==> src/hdl/mbss_pkg.sv <==
// Shared types, constants and register map of the masked byte signature scan.
`default_nettype none

package mbss_pkg;

    localparam int unsigned MBSS_PATTERN_MAX  = 32;
    localparam int unsigned MBSS_ADDRESS_BITS = 32;

    // Signature bytes held in the registers.
    localparam int unsigned SIG_BYTES  = 32;
    localparam int unsigned SIG_IDX_W  = $clog2(SIG_BYTES);

    localparam int unsigned APB_ADDR_W = 6;
    localparam int unsigned APB_DATA_W = 64;

    typedef enum logic [2:0] {
        REG_PATTERN0 = 3'd0,
        REG_PATTERN1 = 3'd1,
        REG_PATTERN2 = 3'd2,
        REG_PATTERN3 = 3'd3,
        REG_CARE     = 3'd4,
        REG_LENGTH   = 3'd5,
        REG_BASE     = 3'd6
    } reg_idx_t;

    typedef struct packed {
        logic [3:0][63:0] pattern_word;
        logic [31:0]      care_mask;
        logic [5:0]       pattern_length;
        logic [31:0]      base_address;
    } cfg_t;

endpackage

`default_nettype wire

==> src/hdl/mbss_if.sv <==
// Item channels of the masked byte signature scan.
`default_nettype none

interface mbss_in_if;
    logic       valid;
    logic       ready;
    logic [7:0] data_byte;
    logic       last_byte;

    modport source (output valid, output data_byte, output last_byte, input ready);
    modport sink   (input valid, input data_byte, input last_byte, output ready);
endinterface

interface mbss_out_if;
    logic        valid;
    logic        ready;
    logic        found;
    logic [31:0] match_address;

    modport source (output valid, output found, output match_address, input ready);
    modport sink   (input valid, input found, input match_address, output ready);
endinterface

`default_nettype wire

==> src/hdl/masked_byte_signature_scan_top.sv <==
// Masked byte signature scan: top level with cell chain, scan control and result queue.
//
// Bytes of a memory region arrive on in_ch, one per item, the final byte flagged
// by last_byte. A row of PATTERN_MAX cells shifts the bytes along and each cell
// compares its input byte with its signature byte; the hits are combined in the cycle
// the byte is accepted. The first match pushes one item (found = 1, base address
// plus start offset) onto out_ch; a region that ends with no match pushes one
// item with found = 0. Scan state clears after the last byte.
// Throughput: one byte per cycle while in_ch.ready is high. A result is written
// into the result queue and shows on out_ch once it reaches the queue head.
// A two-entry result queue sits before out_ch, so input keeps flowing while a
// result waits; in_ch.ready drops only when both entries are full.
// Configuration goes through the APB port; register i sits at byte address 8*i,
// writes take effect for the next byte. Reset clears the scan state, empties the
// queue and sets registers to zero, pattern_length to 1.
`default_nettype none

module masked_byte_signature_scan_top
    import mbss_pkg::*;
#(
    parameter int unsigned PATTERN_MAX  = MBSS_PATTERN_MAX,
    parameter int unsigned ADDRESS_BITS = MBSS_ADDRESS_BITS
)
(
    input  wire logic                  clk,
    input  wire logic                  rst_n,
    mbss_in_if.sink                    in_ch,
    mbss_out_if.source                 out_ch,
    input  wire logic                  psel,
    input  wire logic                  penable,
    input  wire logic                  pwrite,
    input  wire logic [APB_ADDR_W-1:0] paddr,
    input  wire logic [APB_DATA_W-1:0] pwdata,
    output logic      [APB_DATA_W-1:0] prdata,
    output logic                       pready
);

    localparam int unsigned LW = $clog2(PATTERN_MAX + 1);
    localparam logic [31:0] ADDR_MASK = (ADDRESS_BITS >= 32) ? 32'hFFFF_FFFF
                                      : 32'((64'd1 << ADDRESS_BITS) - 64'd1);

    cfg_t cfg;

    mbss_regs u_regs (
        .clk     (clk),
        .rst_n   (rst_n),
        .psel    (psel),
        .penable (penable),
        .pwrite  (pwrite),
        .paddr   (paddr),
        .pwdata  (pwdata),
        .prdata  (prdata),
        .pready  (pready),
        .cfg     (cfg)
    );

    // effective length
    logic [6:0]    len_wide;
    logic [6:0]    len_clamp;
    logic [LW-1:0] len_eff;

    assign len_wide = {1'b0, cfg.pattern_length};

    always_comb
    begin
        if (len_wide == 7'd0)
        begin
            len_clamp = 7'd1;
        end
        else if (len_wide > 7'(PATTERN_MAX))
        begin
            len_clamp = 7'(PATTERN_MAX);
        end
        else
        begin
            len_clamp = len_wide;
        end
    end

    assign len_eff = LW'(len_clamp);

    // cell chain
    logic                        accept;
    logic [PATTERN_MAX-1:0][7:0] cell_in;
    logic [PATTERN_MAX-1:0]      cell_hit;

    assign accept     = in_ch.valid && in_ch.ready;
    assign cell_in[0] = in_ch.data_byte;

    for (genvar k = 0; k < PATTERN_MAX; k++)
    begin : g_cell
        if (k < PATTERN_MAX - 1)
        begin : g_mid
            mbss_cell #(
                .INDEX       (k),
                .PATTERN_MAX (PATTERN_MAX),
                .LW          (LW)
            ) u_cell (
                .clk      (clk),
                .rst_n    (rst_n),
                .shift    (accept),
                .clear    (in_ch.last_byte),
                .byte_in  (cell_in[k]),
                .cfg      (cfg),
                .len_eff  (len_eff),
                .byte_out (cell_in[k+1]),
                .hit      (cell_hit[k])
            );
        end
        else
        begin : g_end
            mbss_cell #(
                .INDEX       (k),
                .PATTERN_MAX (PATTERN_MAX),
                .LW          (LW)
            ) u_cell (
                .clk      (clk),
                .rst_n    (rst_n),
                .shift    (accept),
                .clear    (in_ch.last_byte),
                .byte_in  (cell_in[k]),
                .cfg      (cfg),
                .len_eff  (len_eff),
                .byte_out (),
                .hit      (cell_hit[k])
            );
        end
    end

    // scan control
    logic [31:0] seen_reg;
    logic [31:0] seen_next;
    logic [31:0] seen_inc;
    logic        found_reg;
    logic        found_next;
    logic        match;
    logic [31:0] offset;
    logic        push;
    logic        push_found;
    logic [31:0] push_addr;

    assign seen_inc   = (seen_reg == 32'hFFFF_FFFF) ? seen_reg : seen_reg + 32'd1;
    assign match      = !found_reg && (seen_inc >= 32'(len_eff)) && (&cell_hit);
    assign offset     = seen_inc - 32'(len_eff);
    assign push_found = match;
    assign push_addr  = match ? ((cfg.base_address + offset) & ADDR_MASK) : 32'd0;
    assign push       = accept && (match || (in_ch.last_byte && !found_reg));

    always_comb
    begin
        seen_next  = seen_reg;
        found_next = found_reg;
        if (accept)
        begin
            if (in_ch.last_byte)
            begin
                seen_next  = 32'd0;
                found_next = 1'b0;
            end
            else
            begin
                seen_next  = seen_inc;
                found_next = found_reg || match;
            end
        end
    end

    always_ff @(posedge clk or negedge rst_n)
    begin
        if (!rst_n)
        begin
            seen_reg  <= 32'd0;
            found_reg <= 1'b0;
        end
        else
        begin
            seen_reg  <= seen_next;
            found_reg <= found_next;
        end
    end

    // result queue
    logic [1:0]  cnt_reg;
    logic [1:0]  cnt_next;
    logic        wr_ptr_reg;
    logic        rd_ptr_reg;
    logic        pop;
    logic [1:0]  q_found_reg;
    logic [31:0] q_addr_reg [2];

    assign in_ch.ready          = (cnt_reg != 2'd2);
    assign pop                  = out_ch.valid && out_ch.ready;
    assign out_ch.valid         = (cnt_reg != 2'd0);
    assign out_ch.found         = q_found_reg[rd_ptr_reg];
    assign out_ch.match_address = q_addr_reg[rd_ptr_reg];

    always_comb
    begin
        cnt_next = cnt_reg;
        if (push && !pop)
        begin
            cnt_next = cnt_reg + 2'd1;
        end
        else if (pop && !push)
        begin
            cnt_next = cnt_reg - 2'd1;
        end
    end

    always_ff @(posedge clk or negedge rst_n)
    begin
        if (!rst_n)
        begin
            cnt_reg    <= 2'd0;
            wr_ptr_reg <= 1'b0;
            rd_ptr_reg <= 1'b0;
        end
        else
        begin
            cnt_reg <= cnt_next;
            if (push)
            begin
                wr_ptr_reg <= !wr_ptr_reg;
            end
            if (pop)
            begin
                rd_ptr_reg <= !rd_ptr_reg;
            end
        end
    end

    always_ff @(posedge clk)
    begin
        if (push)
        begin
            q_found_reg[wr_ptr_reg] <= push_found;
            q_addr_reg[wr_ptr_reg]  <= push_addr;
        end
    end

    a_last_clears: assert property (@(posedge clk) disable iff (!rst_n)
        accept && in_ch.last_byte |=> (seen_reg == 32'd0) && !found_reg)
        else $error("scan state not cleared after last byte");

    a_one_match: assert property (@(posedge clk) disable iff (!rst_n)
        push && push_found |-> !found_reg)
        else $error("second match reported in one scan");

    a_miss_on_last: assert property (@(posedge clk) disable iff (!rst_n)
        push && !push_found |-> in_ch.last_byte && !found_reg)
        else $error("not-found item outside the last byte");

    a_queue_bound: assert property (@(posedge clk) disable iff (!rst_n)
        cnt_reg <= 2'd2)
        else $error("result queue count out of range");

endmodule

`default_nettype wire

==> src/hdl/mbss_regs.sv <==
// APB configuration registers of the masked byte signature scan.
`default_nettype none

module mbss_regs
    import mbss_pkg::*;
(
    input  wire logic                  clk,
    input  wire logic                  rst_n,
    input  wire logic                  psel,
    input  wire logic                  penable,
    input  wire logic                  pwrite,
    input  wire logic [APB_ADDR_W-1:0] paddr,
    input  wire logic [APB_DATA_W-1:0] pwdata,
    output logic      [APB_DATA_W-1:0] prdata,
    output logic                       pready,
    output cfg_t                       cfg
);

    cfg_t     cfg_reg;
    reg_idx_t idx;
    logic     wr_en;

    assign idx    = reg_idx_t'(paddr[APB_ADDR_W-1:3]);
    assign wr_en  = psel && penable && pwrite;
    assign pready = 1'b1;
    assign cfg    = cfg_reg;

    always_ff @(posedge clk or negedge rst_n)
    begin
        if (!rst_n)
        begin
            cfg_reg <= '{pattern_word:   '0,
                         care_mask:      32'd0,
                         pattern_length: 6'd1,
                         base_address:   32'd0};
        end
        else if (wr_en)
        begin
            unique case (idx)
                REG_PATTERN0: cfg_reg.pattern_word[0] <= pwdata;
                REG_PATTERN1: cfg_reg.pattern_word[1] <= pwdata;
                REG_PATTERN2: cfg_reg.pattern_word[2] <= pwdata;
                REG_PATTERN3: cfg_reg.pattern_word[3] <= pwdata;
                REG_CARE:     cfg_reg.care_mask       <= pwdata[31:0];
                REG_LENGTH:   cfg_reg.pattern_length  <= pwdata[5:0];
                REG_BASE:     cfg_reg.base_address    <= pwdata[31:0];
                default:      ;
            endcase
        end
    end

    always_comb
    begin
        unique case (idx)
            REG_PATTERN0: prdata = cfg_reg.pattern_word[0];
            REG_PATTERN1: prdata = cfg_reg.pattern_word[1];
            REG_PATTERN2: prdata = cfg_reg.pattern_word[2];
            REG_PATTERN3: prdata = cfg_reg.pattern_word[3];
            REG_CARE:     prdata = {32'd0, cfg_reg.care_mask};
            REG_LENGTH:   prdata = {58'd0, cfg_reg.pattern_length};
            REG_BASE:     prdata = {32'd0, cfg_reg.base_address};
            default:      prdata = '0;
        endcase
    end

endmodule

`default_nettype wire

==> src/hdl/mbss_cell.sv <==
// One window cell: holds a byte, passes it on, compares its input byte with its signature byte.
`default_nettype none

module mbss_cell
    import mbss_pkg::*;
#(
    parameter int unsigned INDEX       = 0,
    parameter int unsigned PATTERN_MAX = MBSS_PATTERN_MAX,
    parameter int unsigned LW          = $clog2(PATTERN_MAX + 1)
)
(
    input  wire logic          clk,
    input  wire logic          rst_n,
    input  wire logic          shift,
    input  wire logic          clear,
    input  wire logic [7:0]    byte_in,
    input  wire cfg_t          cfg,
    input  wire logic [LW-1:0] len_eff,
    output logic      [7:0]    byte_out,
    output logic               hit
);

    logic [7:0]                 byte_reg;
    logic [7:0]                 byte_next;
    logic [SIG_BYTES-1:0][7:0]  sig_bytes;
    logic [LW-1:0]              sel;
    logic [SIG_IDX_W-1:0]       sig_idx;
    logic                       active;
    logic                       care;

    assign sig_bytes = cfg.pattern_word;
    assign active    = len_eff > LW'(INDEX);
    assign sel       = len_eff - LW'(INDEX) - LW'(1);
    assign sig_idx   = SIG_IDX_W'(sel);
    // signature bytes past the register set are wildcards
    assign care      = (32'(sel) < SIG_BYTES) && cfg.care_mask[sig_idx];
    assign hit       = !active || !care || (byte_in == sig_bytes[sig_idx]);

    assign byte_next = clear ? 8'd0 : byte_in;
    assign byte_out  = byte_reg;

    always_ff @(posedge clk or negedge rst_n)
    begin
        if (!rst_n)
        begin
            byte_reg <= 8'd0;
        end
        else if (shift)
        begin
            byte_reg <= byte_next;
        end
    end

endmodule

`default_nettype wire
==> src/flat_wrapper.sv <==
// flat-port wrapper written by rule: the top's interface ports become plain ports
module masked_byte_signature_scan_top_flat import mbss_pkg::*;
#(
    parameter int unsigned PATTERN_MAX  = MBSS_PATTERN_MAX,
    parameter int unsigned ADDRESS_BITS = MBSS_ADDRESS_BITS
)
  (clk, rst_n, psel, penable, pwrite, paddr, pwdata, prdata, pready, in_ch_valid, in_ch_data_byte, in_ch_last_byte, in_ch_ready, out_ch_valid, out_ch_found, out_ch_match_address, out_ch_ready);
  mbss_in_if in_ch_i ();
  mbss_out_if out_ch_i ();
  input  wire logic clk;
  input  wire logic rst_n;
  input  wire logic psel;
  input  wire logic penable;
  input  wire logic pwrite;
  input  wire logic [APB_ADDR_W-1:0] paddr;
  input  wire logic [APB_DATA_W-1:0] pwdata;
  output logic      [APB_DATA_W-1:0] prdata;
  output logic pready;
  input wire logic [$bits(in_ch_i.valid)-1:0] in_ch_valid;
  input wire logic [$bits(in_ch_i.data_byte)-1:0] in_ch_data_byte;
  input wire logic [$bits(in_ch_i.last_byte)-1:0] in_ch_last_byte;
  output wire logic [$bits(in_ch_i.ready)-1:0] in_ch_ready;
  output wire logic [$bits(out_ch_i.valid)-1:0] out_ch_valid;
  output wire logic [$bits(out_ch_i.found)-1:0] out_ch_found;
  output wire logic [$bits(out_ch_i.match_address)-1:0] out_ch_match_address;
  input wire logic [$bits(out_ch_i.ready)-1:0] out_ch_ready;
  assign in_ch_i.valid = in_ch_valid;
  assign in_ch_i.data_byte = in_ch_data_byte;
  assign in_ch_i.last_byte = in_ch_last_byte;
  assign in_ch_ready = in_ch_i.ready;
  assign out_ch_valid = out_ch_i.valid;
  assign out_ch_found = out_ch_i.found;
  assign out_ch_match_address = out_ch_i.match_address;
  assign out_ch_i.ready = out_ch_ready;
  masked_byte_signature_scan_top #(.PATTERN_MAX(PATTERN_MAX), .ADDRESS_BITS(ADDRESS_BITS)) u_core (.clk(clk), .rst_n(rst_n), .in_ch(in_ch_i), .out_ch(out_ch_i), .psel(psel), .penable(penable), .pwrite(pwrite), .paddr(paddr), .pwdata(pwdata), .prdata(prdata), .pready(pready));
endmodule
==> config.mk <==
export PLATFORM = sky130hd
export DESIGN_NAME = masked_byte_signature_scan_top_flat
export DESIGN_NICKNAME = d
export VERILOG_FILES = /design/src/hdl/mbss_pkg.sv /design/src/hdl/mbss_if.sv /design/src/hdl/masked_byte_signature_scan_top.sv /design/src/hdl/mbss_regs.sv /design/src/hdl/mbss_cell.sv /design/src/flat_wrapper.sv
export SDC_FILE = /design/constraint.sdc
export NUM_CORES = 2
export LEC_CHECK = 0
export BUFFER_PORTS_ARGS = -buffer_cell sky130_fd_sc_hd__clkbuf_2
export CAP_MARGIN = 20
export CELL_PAD_IN_SITES_DETAIL_PLACEMENT = 1
export CELL_PAD_IN_SITES_GLOBAL_PLACEMENT = 1
export CORE_UTILIZATION = 31
export CTS_BUF_LIST = sky130_fd_sc_hd__clkbuf_8
export CTS_CLUSTER_SIZE = 40
export DETAILED_ROUTE_END_ITERATION = 12
export HOLD_SLACK_MARGIN = 0.02
export PLACE_DENSITY = 0.67
export RECOVER_POWER = 50
export SKIP_LAST_GASP = 1
export SYNTH_ARGS = -nofsm -noshare
export SYNTH_HDL_FRONTEND = slang
export SYNTH_SLANG_ARGS = --single-unit
==> constraint.sdc <==
create_clock -name clk -period 8.6 [get_ports clk]
set_input_delay 0 -clock clk [delete_from_list [all_inputs] [get_ports clk]]
set_output_delay 0 -clock clk [all_outputs]
set_load 0.01 [all_outputs]
==> metrics.txt <==
# TYPE chip_impl_metric gauge
chip_impl_metric{name="via_per_inst",unit=""} 6.514
chip_impl_metric{name="clk_pin_slew",unit="ns"} 0.06
chip_impl_metric{name="reg2regPathDepth",unit=""} 21
chip_impl_metric{name="synth-edff-count",unit=""} 66
chip_impl_info{name="crit_type",value="reg2reg"} 1
chip_impl_metric{name="dr.first_iter.drc_count",unit=""} 8347
chip_impl_info{name="worstSetupEndpointType",value="register"} 1
chip_impl_metric{name="net_count_of_the_mapped_netlist",unit=""} 7731
chip_impl_metric{name="die_y",unit="microns"} 458.0
chip_impl_info{name="timing.hold.worst.start",value="pwdata[22]"} 1
chip_impl_metric{name="power_leakage",unit="nW"} 29.84
chip_impl_metric{name="total_power",unit="W"} 0.02637
chip_impl_metric{name="layout.nets",unit=""} 7801
chip_impl_metric{name="worst_ep_arrival_time",unit="ns"} 8.35
chip_impl_metric{name="syn2layout_area_growth",unit="%"} 13.61
chip_impl_metric{name="timing_hold_violations_final",unit=""} 0
chip_impl_metric{name="starting_density_of_the_core",unit="%"} 31.16
chip_impl_metric{name="placement.io_buffers",unit=""} 181
chip_impl_metric{name="gpl.final_weighted_congestion",unit=""} 1.039
chip_impl_metric{name="placement_rows",unit=""} 167
chip_impl_metric{name="totalNegativeSetupSlack",unit="ns"} 0
chip_impl_metric{name="maximum_clock_skew_at_final_layout",unit="ns"} 0.06847
chip_impl_metric{name="max-clock-path-buffers",unit=""} 3
chip_impl_metric{name="crit_buf_inv",unit=""} 7
chip_impl_info{name="worst_path_dominant_cell_family",value="simple AND/OR/NAND/NOR gates"} 1
chip_impl_metric{name="ctsResizeCount",unit=""} 0
chip_impl_metric{name="track_usage",unit="%"} 40.06
chip_impl_metric{name="power.share.switching",unit="%"} 56.86
chip_impl_metric{name="clk-insertion-delay-late",unit="ns"} 0.98
chip_impl_metric{name="grt_max_degree",unit=""} 225
chip_impl_metric{name="finish.instance_area",unit="sq um"} 73230
chip_impl_metric{name="grt_overflow",unit=""} 0
chip_impl_metric{name="totalWireLength",unit="microns"} 430500
chip_impl_metric{name="power.share.combinational",unit="%"} 68.1
chip_impl_metric{name="mappedNetlistArea",unit="sq um"} 64460
chip_impl_metric{name="switching_power",unit="W"} 0.01499
chip_impl_info{name="cell_at_the_root_of_the_clock_tree",value="sky130_fd_sc_hd__clkbuf_8"} 1
chip_impl_metric{name="achievable-frequency",unit="GHz"} 0.1295
chip_impl_metric{name="cp.required",unit="ns"} 9.23
chip_impl_metric{name="final_antenna_net_count",unit=""} 0
chip_impl_metric{name="syn-instance-count",unit=""} 7558
chip_impl_metric{name="die_x",unit="microns"} 458.0
chip_impl_metric{name="setup_viol_count_final",unit=""} 0
chip_impl_info{name="whs_endpoint",value="u_core.u_regs.cfg[284]"} 1
chip_impl_metric{name="antenna_found_initial",unit=""} 38
chip_impl_metric{name="p_int",unit="W"} 0.01137
chip_impl_metric{name="drc_errors",unit=""} 0
chip_impl_metric{name="met3_track_demand_over_resource_in_global_routing",unit="%"} 9.880
chip_impl_info{name="regToRegEndpoint",value="u_core.q_addr_reg[0][7]"} 1
chip_impl_metric{name="hold_path_depth",unit=""} 4
chip_impl_metric{name="max_reg_flops",unit=""} 326
chip_impl_metric{name="sequentialPowerShare",unit="%"} 17.8
chip_impl_metric{name="cap_viol_max_count",unit=""} 16
chip_impl_metric{name="critPathMaxStageDelay",unit="ns"} 0.82
chip_impl_metric{name="layout-drive-gt1-share",unit="%"} 18.05
chip_impl_metric{name="layout_worst_path_cycle_share",unit="%"} 89.77
chip_impl_metric{name="ff2ff_setup_slack",unit="ns"} 0.88
chip_impl_info{name="rsz0062_at_grt",value="no"} 1
chip_impl_metric{name="numClockSinks",unit=""} 677
chip_impl_metric{name="grt_pass1_vias",unit=""} 66528
chip_impl_info{name="tritoncts",value="done"} 1
chip_impl_metric{name="seq_area_frac_synth",unit="%"} 26.80
chip_impl_metric{name="placeableCoreArea",unit="sq um"} 206900
chip_impl_metric{name="n_fill_cell",unit=""} 24114
chip_impl_metric{name="cts_inserted_buffers",unit=""} 139
chip_impl_info{name="global_route.peak_usage_layer",value="met2"} 1
chip_impl_metric{name="groute.layer.met1.usage",unit="%"} 50.67
chip_impl_info{name="mostFrequentLayoutCells",value="sky130_fd_sc_hd__nand2_1, sky130_fd_sc_hd__mux2i_1, sky130_fd_sc_hd__dfrtp_1, sky130_fd_sc_hd__o21ai_0, sky130_fd_sc_hd__nor3_1"} 1
chip_impl_info{name="mostFrequentLayoutCell",value="sky130_fd_sc_hd__nand2_1"} 1
chip_impl_info{name="reg2reg_from",value="u_core.u_regs.cfg[34]"} 1
chip_impl_metric{name="gr-usage-met2",unit="%"} 58.10
chip_impl_metric{name="detailroute.via_count",unit=""} 68102
chip_impl_metric{name="io_pins",unit=""} 186
chip_impl_metric{name="yosys_register_bits",unit=""} 677
chip_impl_metric{name="ys_async_sr_fraction",unit="%"} 90.25
chip_impl_metric{name="drt_pass1_iterations",unit=""} 6
chip_impl_metric{name="slew_headroom",unit="%"} -175.3
chip_impl_metric{name="pwr_density_cell",unit="nW/um^2"} 360.0
chip_impl_metric{name="routed_wire_length_per_instance",unit="microns"} 41.18
chip_impl_info{name="violations_in_the_final_reports",value="max-capacitance violations, max-slew violations"} 1
chip_impl_metric{name="syn-mean-instance-area",unit="sq um"} 8.528
chip_impl_metric{name="die-area",unit="sq um"} 209800
chip_impl_info{name="timing.hold.worst.class",value="in2reg"} 1
chip_impl_info{name="timing.critical_path.from_type",value="register"} 1
chip_impl_metric{name="cts.htree.levels",unit=""} 4
chip_impl_metric{name="synth.yosys.warnings",unit=""} 0
chip_impl_metric{name="postLayoutCoreUtil",unit="%"} 35.40
chip_impl_metric{name="synth_unique_cells",unit=""} 106
chip_impl_info{name="worst_path_max_delay_cell",value="sky130_fd_sc_hd__dfrtp_1"} 1
chip_impl_metric{name="post-dp-hpwl",unit="microns"} 336000
chip_impl_info{name="critPathMostFrequentCell",value="sky130_fd_sc_hd__buf_4"} 1
chip_impl_metric{name="post-route-min-period",unit="ns"} 7.720
chip_impl_info{name="outcome",value="finished, violations left"} 1
chip_impl_metric{name="vdd_drop_max",unit="mV"} 0.1856
chip_impl_metric{name="critPathMaxFanout",unit=""} 33
chip_impl_metric{name="total_placed_instance_area",unit="sq um"} 68740
chip_impl_metric{name="max_slew.worst_pin.slew",unit="ns"} 4.130
chip_impl_info{name="cp_cell_sequence",value="nand2b_4, inv_2, ha_1, inv_1, a221o_1, nor2_4, nor2_1, buf_4, a22o_1, a221oi_1, buf_4, xnor2_1, or4_1, o21ai_0, nand4b_1, nor4_2, buf_4, nand3_4, buf_4, a21boi_4, buf_12"} 1
chip_impl_metric{name="drv_slew",unit=""} 897
chip_impl_info{name="postSynth.topFlopCell",value="sky130_fd_sc_hd__dfrtp_1"} 1
chip_impl_metric{name="p_clk_share",unit="%"} 14.1
chip_impl_metric{name="wire_length_of_the_first_global_routing_pass",unit="microns"} 579800
chip_impl_metric{name="cts.repair_timing.setup_buffer_count",unit=""} 0
cell type report:
cell class	instances	area, sq um	share of cell area (%)
Clock inverter	80	538.0	0.7347
Antenna cell	12	30.03	0.04101
Multi-Input combinational cell	5899	43360	59.21
Inverter	222	850.8	1.162
Sequential cell	677	17280	23.60
Tap cell	2704	3383	4.620
Clock buffer	171	2354	3.214
Timing Repair Buffer	689	5433	7.419
kinds of logic (layout without fill, tap and decap cells):
logic type / Yosys count / after routing / share of synthesized area (%)
XOR/XNOR: 447 / 447 / 6.074
flip-flops: 677 / 677 / 26.80
adder cells (fa/ha/maj): 87 / 87 / 1.759
buffers and inverters: 982 / 1162 / 6.728
multiplexers: 1176 / 1176 / 21.91
other: 1 / 13 / 0.005818
AO/OA/AOI/OAI: 1704 / 1704 / 18.14
AND/OR/NAND/NOR: 2484 / 2484 / 18.59
synth_stat cells, types with 87 or more instances:
| cell | instances | area [sq um] |
|---|---|---|
| sky130_fd_sc_hd__o211ai_1 | 101 | 758.2 |
| sky130_fd_sc_hd__mux4_2 | 153 | 3446 |
| sky130_fd_sc_hd__nor3_1 | 463 | 2317 |
| sky130_fd_sc_hd__a21oi_1 | 179 | 895.9 |
| sky130_fd_sc_hd__buf_2 | 157 | 785.8 |
| sky130_fd_sc_hd__dfrtp_1 | 610 | 15260 |
| sky130_fd_sc_hd__nand2_1 | 1004 | 3769 |
| sky130_fd_sc_hd__clkbuf_1 | 442 | 1659 |
| sky130_fd_sc_hd__or3_1 | 171 | 1070 |
| sky130_fd_sc_hd__xnor2_1 | 242 | 2120 |
| sky130_fd_sc_hd__mux2i_1 | 679 | 6797 |
| sky130_fd_sc_hd__nand3_1 | 208 | 1041 |
| sky130_fd_sc_hd__nor2_1 | 261 | 979.7 |
| sky130_fd_sc_hd__inv_1 | 218 | 818.3 |
| sky130_fd_sc_hd__xor2_1 | 205 | 1795 |
| sky130_fd_sc_hd__o2111ai_1 | 87 | 762.0 |
| sky130_fd_sc_hd__a22oi_1 | 152 | 1141 |
| sky130_fd_sc_hd__mux2_2 | 341 | 3840 |
| sky130_fd_sc_hd__o21ai_0 | 537 | 2688 |
tightest hold or removal path: cells and delay by family:
| family | cells | cell delay (ns) |
|---|---|---|
| and+or+nand+nor | 1 | 0.08 |
| AOI/OAI and AO/OA | 1 | 0.08 |
| buffers and inverters | 2 | 0.86 |
metrics by stage:
stage | worst slack, ns | hold slack, ns | cells
finish | 0.8797 | 0.1110 | 10454
global route | 0.5413 | 0.09643 | 10445
CTS | 1.000 | 0.02267 | 10439
detailed placement | 1.051 | 0.03752 | 10021
global placement | 1.088 | 0.03211 | 10015
floorplan | 0.009308 | -0.2956 | 7558
power groups by stage:
stage / clock [W] / combinational (W) / sequential [W]
after global placement: 0 / 0.0171 / 0.00465
final: 0.00371 / 0.0180 / 0.00471
after global routing: 0.00388 / 0.0183 / 0.00471
after CTS: 0.00376 / 0.0174 / 0.00463
after floorplan: 0 / 0.00983 / 0.00406
after detailed placement: 0 / 0.0173 / 0.00468
worst max-delay path by stage:
stage | depth (start not counted) | start | endpoint | slack (ns)
global route | 5 | rst_n | u_core.g_cell[25].g_mid.u_cell.byte_out[0] | 0.54
floorplan | 19 | u_core.u_regs.cfg[37] | u_core.q_addr_reg[0][0] | 0.009
CTS | 21 | u_core.u_regs.cfg[34] | u_core.q_addr_reg[0][7] | 1.00
finish | 21 | u_core.u_regs.cfg[34] | u_core.q_addr_reg[0][7] | 0.88
global placement | 23 | u_core.u_regs.cfg[34] | u_core.cnt_reg[1] | 1.09
detailed placement | 21 | u_core.u_regs.cfg[34] | u_core.q_addr_reg[0][3] | 1.05
timing repair:
action	CTS	global route
hold endpoints to repair	688	0
setup endpoints to repair	0	0
hold buffers	167	0
metal layers:
layer  vias to the layer above  part of all wire, %
li1                      28259                    -
met1                     35374                   40
met2                      3520                   42
met3                       927                  8.7
met4                        22                  9.1
met5                         -                0.030
Power figures use the tool's default switching activity.
